--- config.mk ---
export PLATFORM = sky130hd
export DESIGN_NAME = clipped_run_sprite_blitter
export DESIGN_NICKNAME = d
export VERILOG_FILES = /design/src/crsb_pkg.sv /design/src/clipped_run_sprite_blitter.sv
export SDC_FILE = /design/constraint.sdc
export NUM_CORES = 1
export LEC_CHECK = 0
export BUFFER_PORTS_ARGS = -buffer_cell sky130_fd_sc_hd__buf_4
export CORE_UTILIZATION = 55
export CTS_CLUSTER_SIZE = 28
export DETAILED_ROUTE_END_ITERATION = 8
export HOLD_SLACK_MARGIN = 0.03
export PLACE_DENSITY = 0.82
export SKIP_CTS_REPAIR_TIMING = 1
export SLEW_MARGIN = 40
export SYNTH_ARGS = -nofsm -noshare
export SYNTH_HDL_FRONTEND = slang
export SYNTH_SLANG_ARGS = --single-unit
--- constraint.sdc ---
create_clock -name clk -period 6.9 [get_ports clk]
set_input_delay 0.345 -clock clk [delete_from_list [all_inputs] [get_ports clk]]
set_output_delay 0.345 -clock clk [all_outputs]
set_load 0.005 [all_outputs]
--- src/crsb_pkg.sv ---
// Package for the clipped run sprite blitter.
// Holds the register map, reset values and stream codes; no dependencies.
package crsb_pkg;

	localparam int CFG_INDEX_WIDTH = 3;

	typedef enum logic [CFG_INDEX_WIDTH-1:0] {
		REG_CLIP_ENABLE = 3'd0,
		REG_ORIGIN_X    = 3'd1,
		REG_ORIGIN_Y    = 3'd2,
		REG_CLIP_RIGHT  = 3'd3,
		REG_CLIP_BOTTOM = 3'd4,
		REG_ROW_STRIDE  = 3'd5
	} cfg_reg_t;

	localparam logic [7:0] END_OF_ROW = 8'hff;

	localparam int CLIP_RIGHT_RESET  = 638;
	localparam int CLIP_BOTTOM_RESET = 497;
	localparam int ROW_STRIDE_RESET  = 640;

endpackage

--- src/clipped_run_sprite_blitter.sv ---
// Top level of the clipped run sprite blitter: stream parser, clip test and
// address pipeline. Depends on crsb_pkg.
//
//  channel   signals                                           direction
//  -------   -----------------------------------------------   ---------
//  in        in_valid, in_stall, code_byte, start_of_sprite    to block
//  out       out_valid, out_stall, pixel_address, pixel_value,
//            screen_x, screen_y                                from block
//  cfg       cfg_valid, cfg_ready, cfg_index, cfg_data          to block
//
// One byte is accepted every cycle unless in_stall is high. The parser state
// moves at the edge that accepts a byte; a kept pixel is registered in s1 and
// the row times stride multiply then fills the output register. The output
// register holds under out_stall and in_stall rises only when both s1 and the
// output register are full. Reset clears the parser, the valid flags and the
// configuration registers to their defaults.
module clipped_run_sprite_blitter
	import crsb_pkg::*;
#(
	parameter int ADDR_WIDTH  = 20,
	parameter int COORD_WIDTH = 12
) (
	input  logic                          clk,
	input  logic                          arst_n,

	input  logic                          in_valid,
	output logic                          in_stall,
	input  logic [7:0]                    code_byte,
	input  logic                          start_of_sprite,

	output logic                          out_valid,
	input  logic                          out_stall,
	output logic [ADDR_WIDTH-1:0]         pixel_address,
	output logic [7:0]                    pixel_value,
	output logic signed [COORD_WIDTH+1:0] screen_x,
	output logic signed [COORD_WIDTH+1:0] screen_y,

	input  logic                          cfg_valid,
	output logic                          cfg_ready,
	input  logic [CFG_INDEX_WIDTH-1:0]    cfg_index,
	input  logic [COORD_WIDTH:0]          cfg_data
);

	localparam int SW = COORD_WIDTH + 2;
	localparam int PW = 2 * COORD_WIDTH + 5;
	localparam int EW = (PW > ADDR_WIDTH) ? PW : ADDR_WIDTH;

	typedef enum logic [1:0] {
		PH_SKIP   = 2'd0,
		PH_COUNT  = 2'd1,
		PH_PIXELS = 2'd2
	} phase_t;

	// Configuration registers.
	logic                          clip_enable_q;
	logic signed [COORD_WIDTH-1:0] origin_x_q;
	logic signed [COORD_WIDTH-1:0] origin_y_q;
	logic [COORD_WIDTH-1:0]        clip_right_q;
	logic [COORD_WIDTH-1:0]        clip_bottom_q;
	logic [COORD_WIDTH:0]          row_stride_q;

	// Parser state.
	phase_t                 phase_q;
	logic [7:0]             run_q;
	logic [COORD_WIDTH:0]   column_q;
	logic [COORD_WIDTH-1:0] row_q;

	phase_t                 phase_d;
	logic [7:0]             run_d;
	logic [COORD_WIDTH:0]   column_d;
	logic [COORD_WIDTH-1:0] row_d;
	phase_t                 phase_cur;
	logic [7:0]             run_cur;
	logic [COORD_WIDTH:0]   column_cur;
	logic [COORD_WIDTH-1:0] row_cur;
	logic [7:0]             run_dec;
	logic                   is_pixel;

	logic signed [SW:0]   sx;
	logic signed [SW-1:0] sy;
	logic                 in_window;
	logic                 keep;

	// Pipeline registers.
	logic                 valid_s1;
	logic signed [SW:0]   sx_s1;
	logic signed [SW-1:0] sy_s1;
	logic [7:0]           value_s1;
	logic signed [EW-1:0] addr_full;

	logic accept;
	logic out_load;

	assign cfg_ready = 1'b1;

	assign out_load = valid_s1 && (!out_valid || !out_stall);
	assign in_stall = valid_s1 && !out_load;
	assign accept   = in_valid && !in_stall;

	always_ff @(posedge clk or negedge arst_n) begin
		if (!arst_n) begin
			clip_enable_q <= 1'b0;
			origin_x_q    <= '0;
			origin_y_q    <= '0;
			clip_right_q  <= COORD_WIDTH'(CLIP_RIGHT_RESET);
			clip_bottom_q <= COORD_WIDTH'(CLIP_BOTTOM_RESET);
			row_stride_q  <= (COORD_WIDTH + 1)'(ROW_STRIDE_RESET);
		end else if (cfg_valid && cfg_ready) begin
			case (cfg_index)
				REG_CLIP_ENABLE: clip_enable_q <= cfg_data[0];
				REG_ORIGIN_X:    origin_x_q    <= cfg_data[COORD_WIDTH-1:0];
				REG_ORIGIN_Y:    origin_y_q    <= cfg_data[COORD_WIDTH-1:0];
				REG_CLIP_RIGHT:  clip_right_q  <= cfg_data[COORD_WIDTH-1:0];
				REG_CLIP_BOTTOM: clip_bottom_q <= cfg_data[COORD_WIDTH-1:0];
				REG_ROW_STRIDE:  row_stride_q  <= cfg_data;
				default: ;
			endcase
		end
	end

	// A start flag restarts the parser before the byte of the same item is parsed.
	always_comb begin
		phase_cur  = start_of_sprite ? PH_SKIP : phase_q;
		run_cur    = start_of_sprite ? 8'd0 : run_q;
		column_cur = start_of_sprite ? '0 : column_q;
		row_cur    = start_of_sprite ? '0 : row_q;
		run_dec    = run_cur - 8'd1;
		phase_d    = phase_cur;
		run_d      = run_cur;
		column_d   = column_cur;
		row_d      = row_cur;
		is_pixel   = 1'b0;
		case (phase_cur)
			PH_COUNT: begin
				run_d   = code_byte;
				phase_d = (code_byte == 8'd0) ? PH_SKIP : PH_PIXELS;
			end
			PH_PIXELS: begin
				is_pixel = 1'b1;
				column_d = column_cur + 1'b1;
				run_d    = run_dec;
				phase_d  = (run_dec == 8'd0) ? PH_SKIP : PH_PIXELS;
			end
			default: begin
				if (code_byte == END_OF_ROW) begin
					row_d    = row_cur + 1'b1;
					column_d = '0;
					phase_d  = PH_SKIP;
				end else begin
					column_d = column_cur + (COORD_WIDTH + 1)'(code_byte);
					phase_d  = PH_COUNT;
				end
			end
		endcase
	end

	// The column sum can pass the output width, so it carries one extra bit; the
	// clip test and the address then see exact values.
	assign sx = (SW + 1)'(origin_x_q) + $signed({2'b00, column_cur});
	assign sy = SW'(origin_y_q) + $signed({2'b00, row_cur});

	assign in_window = !sx[SW] && (sx <= $signed({3'b000, clip_right_q}))
		&& !sy[SW-1] && (sy <= $signed({2'b00, clip_bottom_q}));
	assign keep = is_pixel && (!clip_enable_q || in_window);

	always_ff @(posedge clk or negedge arst_n) begin
		if (!arst_n) begin
			phase_q <= PH_SKIP;
			run_q   <= '0;
			column_q <= '0;
			row_q   <= '0;
		end else if (accept) begin
			phase_q <= phase_d;
			run_q   <= run_d;
			column_q <= column_d;
			row_q   <= row_d;
		end
	end

	always_ff @(posedge clk or negedge arst_n) begin
		if (!arst_n) begin
			valid_s1 <= 1'b0;
		end else if (accept) begin
			valid_s1 <= keep;
		end else if (out_load) begin
			valid_s1 <= 1'b0;
		end
	end

	always_ff @(posedge clk) begin
		if (accept) begin
			sx_s1    <= sx;
			sy_s1    <= sy;
			value_s1 <= code_byte;
		end
	end

	// Two's complement product taken modulo 2**EW, then cut to the address width.
	assign addr_full = EW'(sy_s1) * $signed(EW'(row_stride_q)) + EW'(sx_s1);

	always_ff @(posedge clk or negedge arst_n) begin
		if (!arst_n) begin
			out_valid <= 1'b0;
		end else if (out_load) begin
			out_valid <= 1'b1;
		end else if (!out_stall) begin
			out_valid <= 1'b0;
		end
	end

	always_ff @(posedge clk) begin
		if (out_load) begin
			pixel_address <= addr_full[ADDR_WIDTH-1:0];
			pixel_value   <= value_s1;
			screen_x      <= sx_s1[SW-1:0];
			screen_y      <= sy_s1;
		end
	end

endmodule

==> impl_metrics.ini, run 1 <==
[global_route]
number_of_global_route_vias_before_repair = 11403
grt_first_pass_wirelength_mm = 58.0
global_route.overflow_total = 0
grt_start_max_net_pins = 52
antenna_found_initial = 0
grt_use_total_pct = 26.3

[worst_setup_path]
reg2reg_depth = 20
start_kind = flop
cpMostUsedCell = sky130_fd_sc_hd__fa_1
criticalPathCategory = reg2reg
slowest_stage = sky130_fd_sc_hd__dfrtp_1
timing.critical_path.required_ps = 7080
reg2reg_to = pixel_address[19]$_DFFE_PP_
worst_setup_path_end_kind = flop
crit_arrival_ps = 6690
critical_path.cell_chain = and2_1, fa_1, inv_1, fa_1, inv_1, fa_1, ha_1, fa_1, inv_1, fa_1, inv_1, ha_1, or3_1, or2_2, a31oi_1, o31ai_1, or4_1, a31o_2, a21oi_1, xnor2_1
worst-path-max-fanout = 15
worst-r2r-setup-slack_ps = 380
reg2reg_from = row_stride_q[3]$_DFFE_PN0P_
crit_path_max_incr_delay_ps = 570

[die]
initial_utilization_pct = 55.8
die-area_um2 = 28900
num_io_pins = 89
core_um2 = 27800
floorplan.die.width_um = 170
num_rows = 61
die_height_um = 170

[cts]
cts_tree = yes
clock_path_buffers = 2
cts_max_level = 4
clkSinkCount = 192
tritoncts.num_buffers = 17
clock_latency_ps = 450
clock-root-buffer = sky130_fd_sc_hd__clkbuf_16
clk_slew_on_worst_s_h_paths_ps = 80

[synth]
syn_avg_cell_area_um2 = 10.3
synth_flop_cell = sky130_fd_sc_hd__edfxtp_1
synth_enable_flop_cells = 93
asyncSetResetFlopFracSynth_pct = 51.6
synth.yosys.seq_area_share_pct = 34.1
synth_seq_cells = 192
synth_net_count = 1796
netlist_instances = 1513
synth_area_um2 = 15500
netlist-cell-type-count = 64
yosys_warnings = 0

[job]
max-cap-violations = 0

[sta]
setup_viol = 0
worst_pin_slew_ps = 818
slew_violations = 0
slew_headroom_pct = 44.9
period_share_pct = 94.5
grt_setup_unrepaired = no
final_report_hold_violation_count = 0
worst_clock_skew_ps = 14.5
timing.fmax_mhz = 153
period_minus_slack_ps = 6520
final.setup.tns_ps = 0

[min_path]
hp-start = code_byte[3]
hold_path.class = in2reg
min_to = value_s1[3]$_DFFE_PP_
min_path_cells = 1

[place]
dp_hpwl_mm = 27.2
place.gp.congestion = 0.896
port_buffer_count = 87

[cells_and_area]
ff_latch_area_um2 = 5290
nets = 1855
multi_input_area_um2 = 9170
syn2layout_area_growth_pct = 10.2
final_cell_mix = 227 x sky130_fd_sc_hd__inv_1, 140 x sky130_fd_sc_hd__nand2_1, 136 x sky130_fd_sc_hd__fa_1
most_frequent_standard_cell_in_the_layout_excluding_fill_and_tap_cells = sky130_fd_sc_hd__inv_1
insertedDiodeCount = 0
post_route_cells_drive_above_1_share_pct = 13.2
final.fill_count = 2240

[detailed_routing]
drt.antenna.violating_nets = 0
post_drt_via_cell_ratio = 5.71
via_count = 11210
drtPass1Iterations = 6
totalWireLength_mm = 36.0
post-route-drc-count = 0
detail_route.iter0.violations = 856
routed_wire_length_per_instance_um = 18.3

[outcome]
run_status = finished clean
-- critical path, delay by kind of cell (launching register included) --
kind | cells | cell delay, ps
xor gates and xnor gates | 1 | 90
DFF | 1 | 570
adders and majority gates | 7 | 3110
buffers and inverters | 4 | 210
AOI/OAI and AO/OA | 4 | 870
and+or+nand+nor | 4 | 1410
-- layer usage --
metal	share of wire, %	vias to the layer above	routed length [um]	GRT usage [%]
li1	-	5118	-	-
met4	3.5	0	1270	11.0
met3	6.0	87	2170	4.09
met5	0	-	0	0
met2	50	398	17800	45.2
met1	41	5607	14700	33.0
-- through the flow --
| stage | hold WS (ps) | area, um^2 | std cells | util (%) | setup WS (ps) |
|---|---|---|---|---|---|
| finish | 133 | 17100 | 1963 | 61.5 | 382 |
| floorplan | 49.4 | 15500 | 1513 | - | 830 |
| global route | 121 | 17100 | 1963 | 61.5 | 52.8 |
| CTS | -41.6 | 17100 | 1961 | 61.5 | 427 |
| detailed placement | 410 | 16500 | 1929 | 59.4 | 457 |
| global placement | 404 | 16500 | 1929 | 59.4 | 571 |
-- kinds of logic after synthesis --
kind of cell             after synthesis  synth area share, %
AO/OA/AOI/OAI                        219                 9.35
flip-flops                           192                 34.1
AND/OR/NAND/NOR                      424                 13.9
buffers and inverters                285                 6.92
adder cells (fa/ha/maj)              253                 27.0
multiplexers                          52                 3.76
XOR/XNOR                              87                 4.91
other                                  1               0.0242
-- worst max-delay path by stage --
stage	from	endpoint	cells past startpoint
after floorplan	sy_s1[4]$_DFFE_PP_	pixel_address[19]$_DFFE_PP_	21
after global placement	sy_s1[5]$_DFFE_PP_	pixel_address[19]$_DFFE_PP_	20
after detailed placement	sy_s1[5]$_DFFE_PP_	pixel_address[19]$_DFFE_PP_	20
after CTS	row_stride_q[4]$_DFFE_PN0P_	pixel_address[19]$_DFFE_PP_	20
after global routing	row_stride_q[4]$_DFFE_PN0P_	pixel_address[19]$_DFFE_PP_	20
final	row_stride_q[3]$_DFFE_PN0P_	pixel_address[19]$_DFFE_PP_	20
-- cell usage after synthesis, types with 45 or more instances --
library cell / n / area [um^2]
sky130_fd_sc_hd__inv_1: 228 / 856
sky130_fd_sc_hd__nand2_1: 140 / 526
sky130_fd_sc_hd__fa_1: 136 / 2720
sky130_fd_sc_hd__ha_1: 117 / 1460
sky130_fd_sc_hd__and2_1: 106 / 663
sky130_fd_sc_hd__edfxtp_1: 93 / 2790
sky130_fd_sc_hd__dfrtp_1: 84 / 2100
sky130_fd_sc_hd__o21ai_0: 63 / 315
sky130_fd_sc_hd__xnor2_1: 61 / 534
sky130_fd_sc_hd__clkbuf_1: 54 / 203
sky130_fd_sc_hd__mux2_2: 50 / 563
sky130_fd_sc_hd__nor2_1: 45 / 169
-- area by class of cell --
type	instances	area share, %
Clock inverter	12	0.812
Inverter	228	5.01
Sequential cell	192	30.9
Multi-Input combinational cell	1036	53.6
Tap cell	378	2.77
Timing Repair Buffer	97	4.27
Clock buffer	20	2.55
-- sequential cells by signal, summed over array words and instances (netlist names), 13 cells and up --
register       cells
column_q          13
screen_y          14
screen_x          14
sy_s1             14
row_stride_q      13
pixel_address     20
sx_s1             15
Power of run 1 is left out: the tool's default activity adds up to more than one toggle a clock period on the data nets, which glitch-free logic cannot reach.
==> inputs of run 2 (changes only) <==
Settings changed: ABC_AREA set to 1, ABC_CLOCK_PERIOD_IN_PS set to 6900.
==> run 2 against run 1 <==
Against the previous run: via count increased by 10%; highest routed layer unchanged; flip-flop and latch count unchanged; utilization increased by 0.83 points; critical path depth increased by 1; synthesized cell count increased by 22%; non-clock buffer count decreased by 3; clock skew increased by 1.2 ps; global-route usage increased by 0.39 points; largest cell class unchanged; setup slack improved by 560 ps; final area increased by 2.7%; first-iteration DRC count increased by 23%; register-to-register slack improved by 560 ps.
==> impl_metrics.ini, run 2 <==
[detailed_routing]
drt.antenna.violating_nets = 0
drtPass1Iterations = 6
routed_wire_length_per_instance_um = 16.2
via_count = 12356
detail_route.iter0.violations = 1056
post-route-drc-count = 0
totalWireLength_mm = 37.2
post_drt_via_cell_ratio = 5.38

[synth]
synth_enable_flop_cells = 93
synth_seq_cells = 192
netlist_instances = 1843
synth.yosys.seq_area_share_pct = 33.1
synth_net_count = 2126
netlist_top_cells_count = 447 x sky130_fd_sc_hd__inv_1, 405 x sky130_fd_sc_hd__nand2_1, 136 x sky130_fd_sc_hd__fa_1
synthTopCellsByArea = sky130_fd_sc_hd__edfxtp_1 17%, sky130_fd_sc_hd__fa_1 17%, sky130_fd_sc_hd__dfrtp_1 13%
synth.most_common_cell = sky130_fd_sc_hd__inv_1
synth_top_area_share_pct = 17.5
synth_area_um2 = 16000
syn_avg_cell_area_um2 = 8.66
netlist.top_cell.by_area = sky130_fd_sc_hd__edfxtp_1
yosys_warnings = 0
netlist-cell-type-count = 58
asyncSetResetFlopFracSynth_pct = 51.6
synth_flop_cell = sky130_fd_sc_hd__edfxtp_1

[worst_setup_path]
timing.critical_path.required_ps = 7110
setup.worst_path.start = row_stride_q[0]$_DFFE_PN0P_
worst-path-max-fanout = 15
criticalPathCategory = reg2reg
reg2reg_from = row_stride_q[0]$_DFFE_PN0P_
crit_arrival_ps = 6170
worst_setup_path_end_kind = flop
start_kind = flop

[die]
die_height_um = 172
die-area_um2 = 29700
initial_utilization_pct = 56.7
num_io_pins = 89
num_rows = 61
core_um2 = 28200
floorplan.die.width_um = 172

[global_route]
number_of_global_route_vias_before_repair = 12499
global_route.overflow_total = 0
grt_first_pass_wirelength_mm = 60.9
grt_use_total_pct = 26.6
grt_start_max_net_pins = 76
antenna_found_initial = 1

[place]
dp_hpwl_mm = 28.2
port_buffer_count = 87
dp_worst_setup_slack_ps = 976
place.gp.congestion = 0.923

[sta]
period_minus_slack_ps = 5960
final.hold.worst_slack_ps = 104
final_report_hold_violation_count = 0
setup_slack_ps = 938
final.setup.tns_ps = 0
period_share_pct = 86.4
grt_setup_unrepaired = no
setup_viol = 0
slew_violations = 0
slew_headroom_pct = 48.0
worst_clock_skew_ps = 15.7
worst_pin_slew_ps = 778
timing.fmax_mhz = 168

[cts]
clock-root-buffer = sky130_fd_sc_hd__clkbuf_16
cts_tree = yes
clock_latency_ps = 450
clkSinkCount = 192
cts_max_level = 4
clock_path_buffers = 2
clk_slew_on_worst_s_h_paths_ps = 90
tritoncts.num_buffers = 17

[cells_and_area]
post_route_cells_drive_above_1_share_pct = 9.86
ff_latch_area_um2 = 5290
insertedDiodeCount = 0
largest-register = pixel_address
syn2layout_area_growth_pct = 10.1
largest_register_ffs = 20
final_cell_mix = 446 x sky130_fd_sc_hd__inv_1, 404 x sky130_fd_sc_hd__nand2_1, 136 x sky130_fd_sc_hd__fa_1
reg.largest.list = pixel_address x20, sx_s1 x15
final.fill_count = 2275
nets = 2187
multi_input_area_um2 = 8750
most_frequent_standard_cell_in_the_layout_excluding_fill_and_tap_cells = sky130_fd_sc_hd__inv_1

[power_and_ir_drop]
total_leakage_power_nw = 9.26
power.density_cell_area_nw_per_um2 = 514
maximum_vdd_drop_mv = 0.652

[job]
max-cap-violations = 0

[min_path]
hp-start = code_byte[2]
hold_path.class = in2reg

[outcome]
run_status = finished clean
-- run 2: cell types whose count changed in the layout (fill, tap and decap cells not counted), sizes merged, moves of 13 or more --
cell   change
nand2    +274
inv      +229
and2     -106
mux2      -49
o21ai     +44
nor2      +40
xnor2     -32
nor2b     -31
nand3     +23
xor2      +23
a21oi     +20
a21o      -14
o21a      -13
-- run 2: cells by family (layout without fill, tap and decap cells) --
| kind of cell | count (synthesis) | after routing | share of synthesized area [%] |
|---|---|---|---|
| DFF | 192 | 192 | 33.1 |
| muxes | 1 | 1 | 0.0706 |
| adders and majority gates | 253 | 253 | 26.2 |
| and+or+nand+nor | 581 | 581 | 15.7 |
| buffers and inverters | 506 | 580 | 12.2 |
| AOI/OAI and AO/OA | 231 | 231 | 8.37 |
| xor gates and xnor gates | 78 | 78 | 4.28 |
| other | 1 | 1 | 0.0235 |
-- run 2: power by group --
group          internal, mW  switching, mW  total (mW)
logic                  2.38           3.74        6.13
clock network         0.510          0.532        1.04
registers              1.65          0.196        1.85
total                  4.55           4.47        9.02
-- run 2: metal layers --
| layer | GRT usage [%] | part of all wire, % | wire length [um] | vias up |
|---|---|---|---|---|
| met5 | 0 | 0 | 0 | - |
| li1 | - | - | - | 5796 |
| met3 | 3.66 | 6.8 | 2530 | 101 |
| met2 | 44.8 | 49 | 18200 | 532 |
| met4 | 12.1 | 3.5 | 1290 | 0 |
| met1 | 34.2 | 41 | 15300 | 5927 |
-- run 2: per-stage QoR --
stage	std cells	power [mW]	util [%]	area [um^2]
after detailed placement	2261	7.90	60.0	16900
after floorplan	1843	6.51	-	16000
after CTS	2293	8.97	62.2	17500
after global routing	2295	9.99	62.4	17600
after global placement	2261	7.57	60.0	16900
final	2295	9.02	62.4	17600
-- run 2: cell type report --
cell class,count,share of cell area [%]
sequential,192,30.1
clock inverter,14,1.01
inverter,454,9.73
timing repair buffer,94,4.12
multi-input combinational,1145,49.8
clock buffer,18,2.50
tap,378,2.69
-- run 2: worst paths after layout --
path / end / slack [ps] / cells past startpoint
setup / recovery: pixel_address[18]$_DFFE_PP_ / 940 / 21
setup reg to reg: pixel_address[18]$_DFFE_PP_ / 940 / 21
max in group asynchronous: row_stride_q[10]$_DFFE_PN0P_ / 5550 / 3
hold / removal: value_s1[2]$_DFFE_PP_ / 100 / 1
min in group asynchronous: run_q[6]$_DFFE_PN0P_ / 330 / 2
hold reg to reg: pixel_value[6]$_DFFE_PP_ / 430 / 0
-- run 2: critical path, stage by stage, from the launching register on --
cell and delay (ps):
sky130_fd_sc_hd__dfrtp_1 550, sky130_fd_sc_hd__nand2_1 200, sky130_fd_sc_hd__inv_1 70, sky130_fd_sc_hd__fa_1 590, sky130_fd_sc_hd__inv_1 150, sky130_fd_sc_hd__fa_1 550, sky130_fd_sc_hd__inv_1 50, sky130_fd_sc_hd__fa_1 520
sky130_fd_sc_hd__fa_1 440, sky130_fd_sc_hd__fa_1 550, sky130_fd_sc_hd__inv_1 60, sky130_fd_sc_hd__fa_1 510, sky130_fd_sc_hd__inv_1 40, sky130_fd_sc_hd__ha_1 350, sky130_fd_sc_hd__nand2_1 100, sky130_fd_sc_hd__nor2_1 160
sky130_fd_sc_hd__nand4_1 130, sky130_fd_sc_hd__o21ai_0 310, sky130_fd_sc_hd__a21oi_1 110, sky130_fd_sc_hd__nor2_1 100, sky130_fd_sc_hd__nor2_1 60, sky130_fd_sc_hd__xor2_1 130
Note: power is estimated with default switching activity, not from simulation.
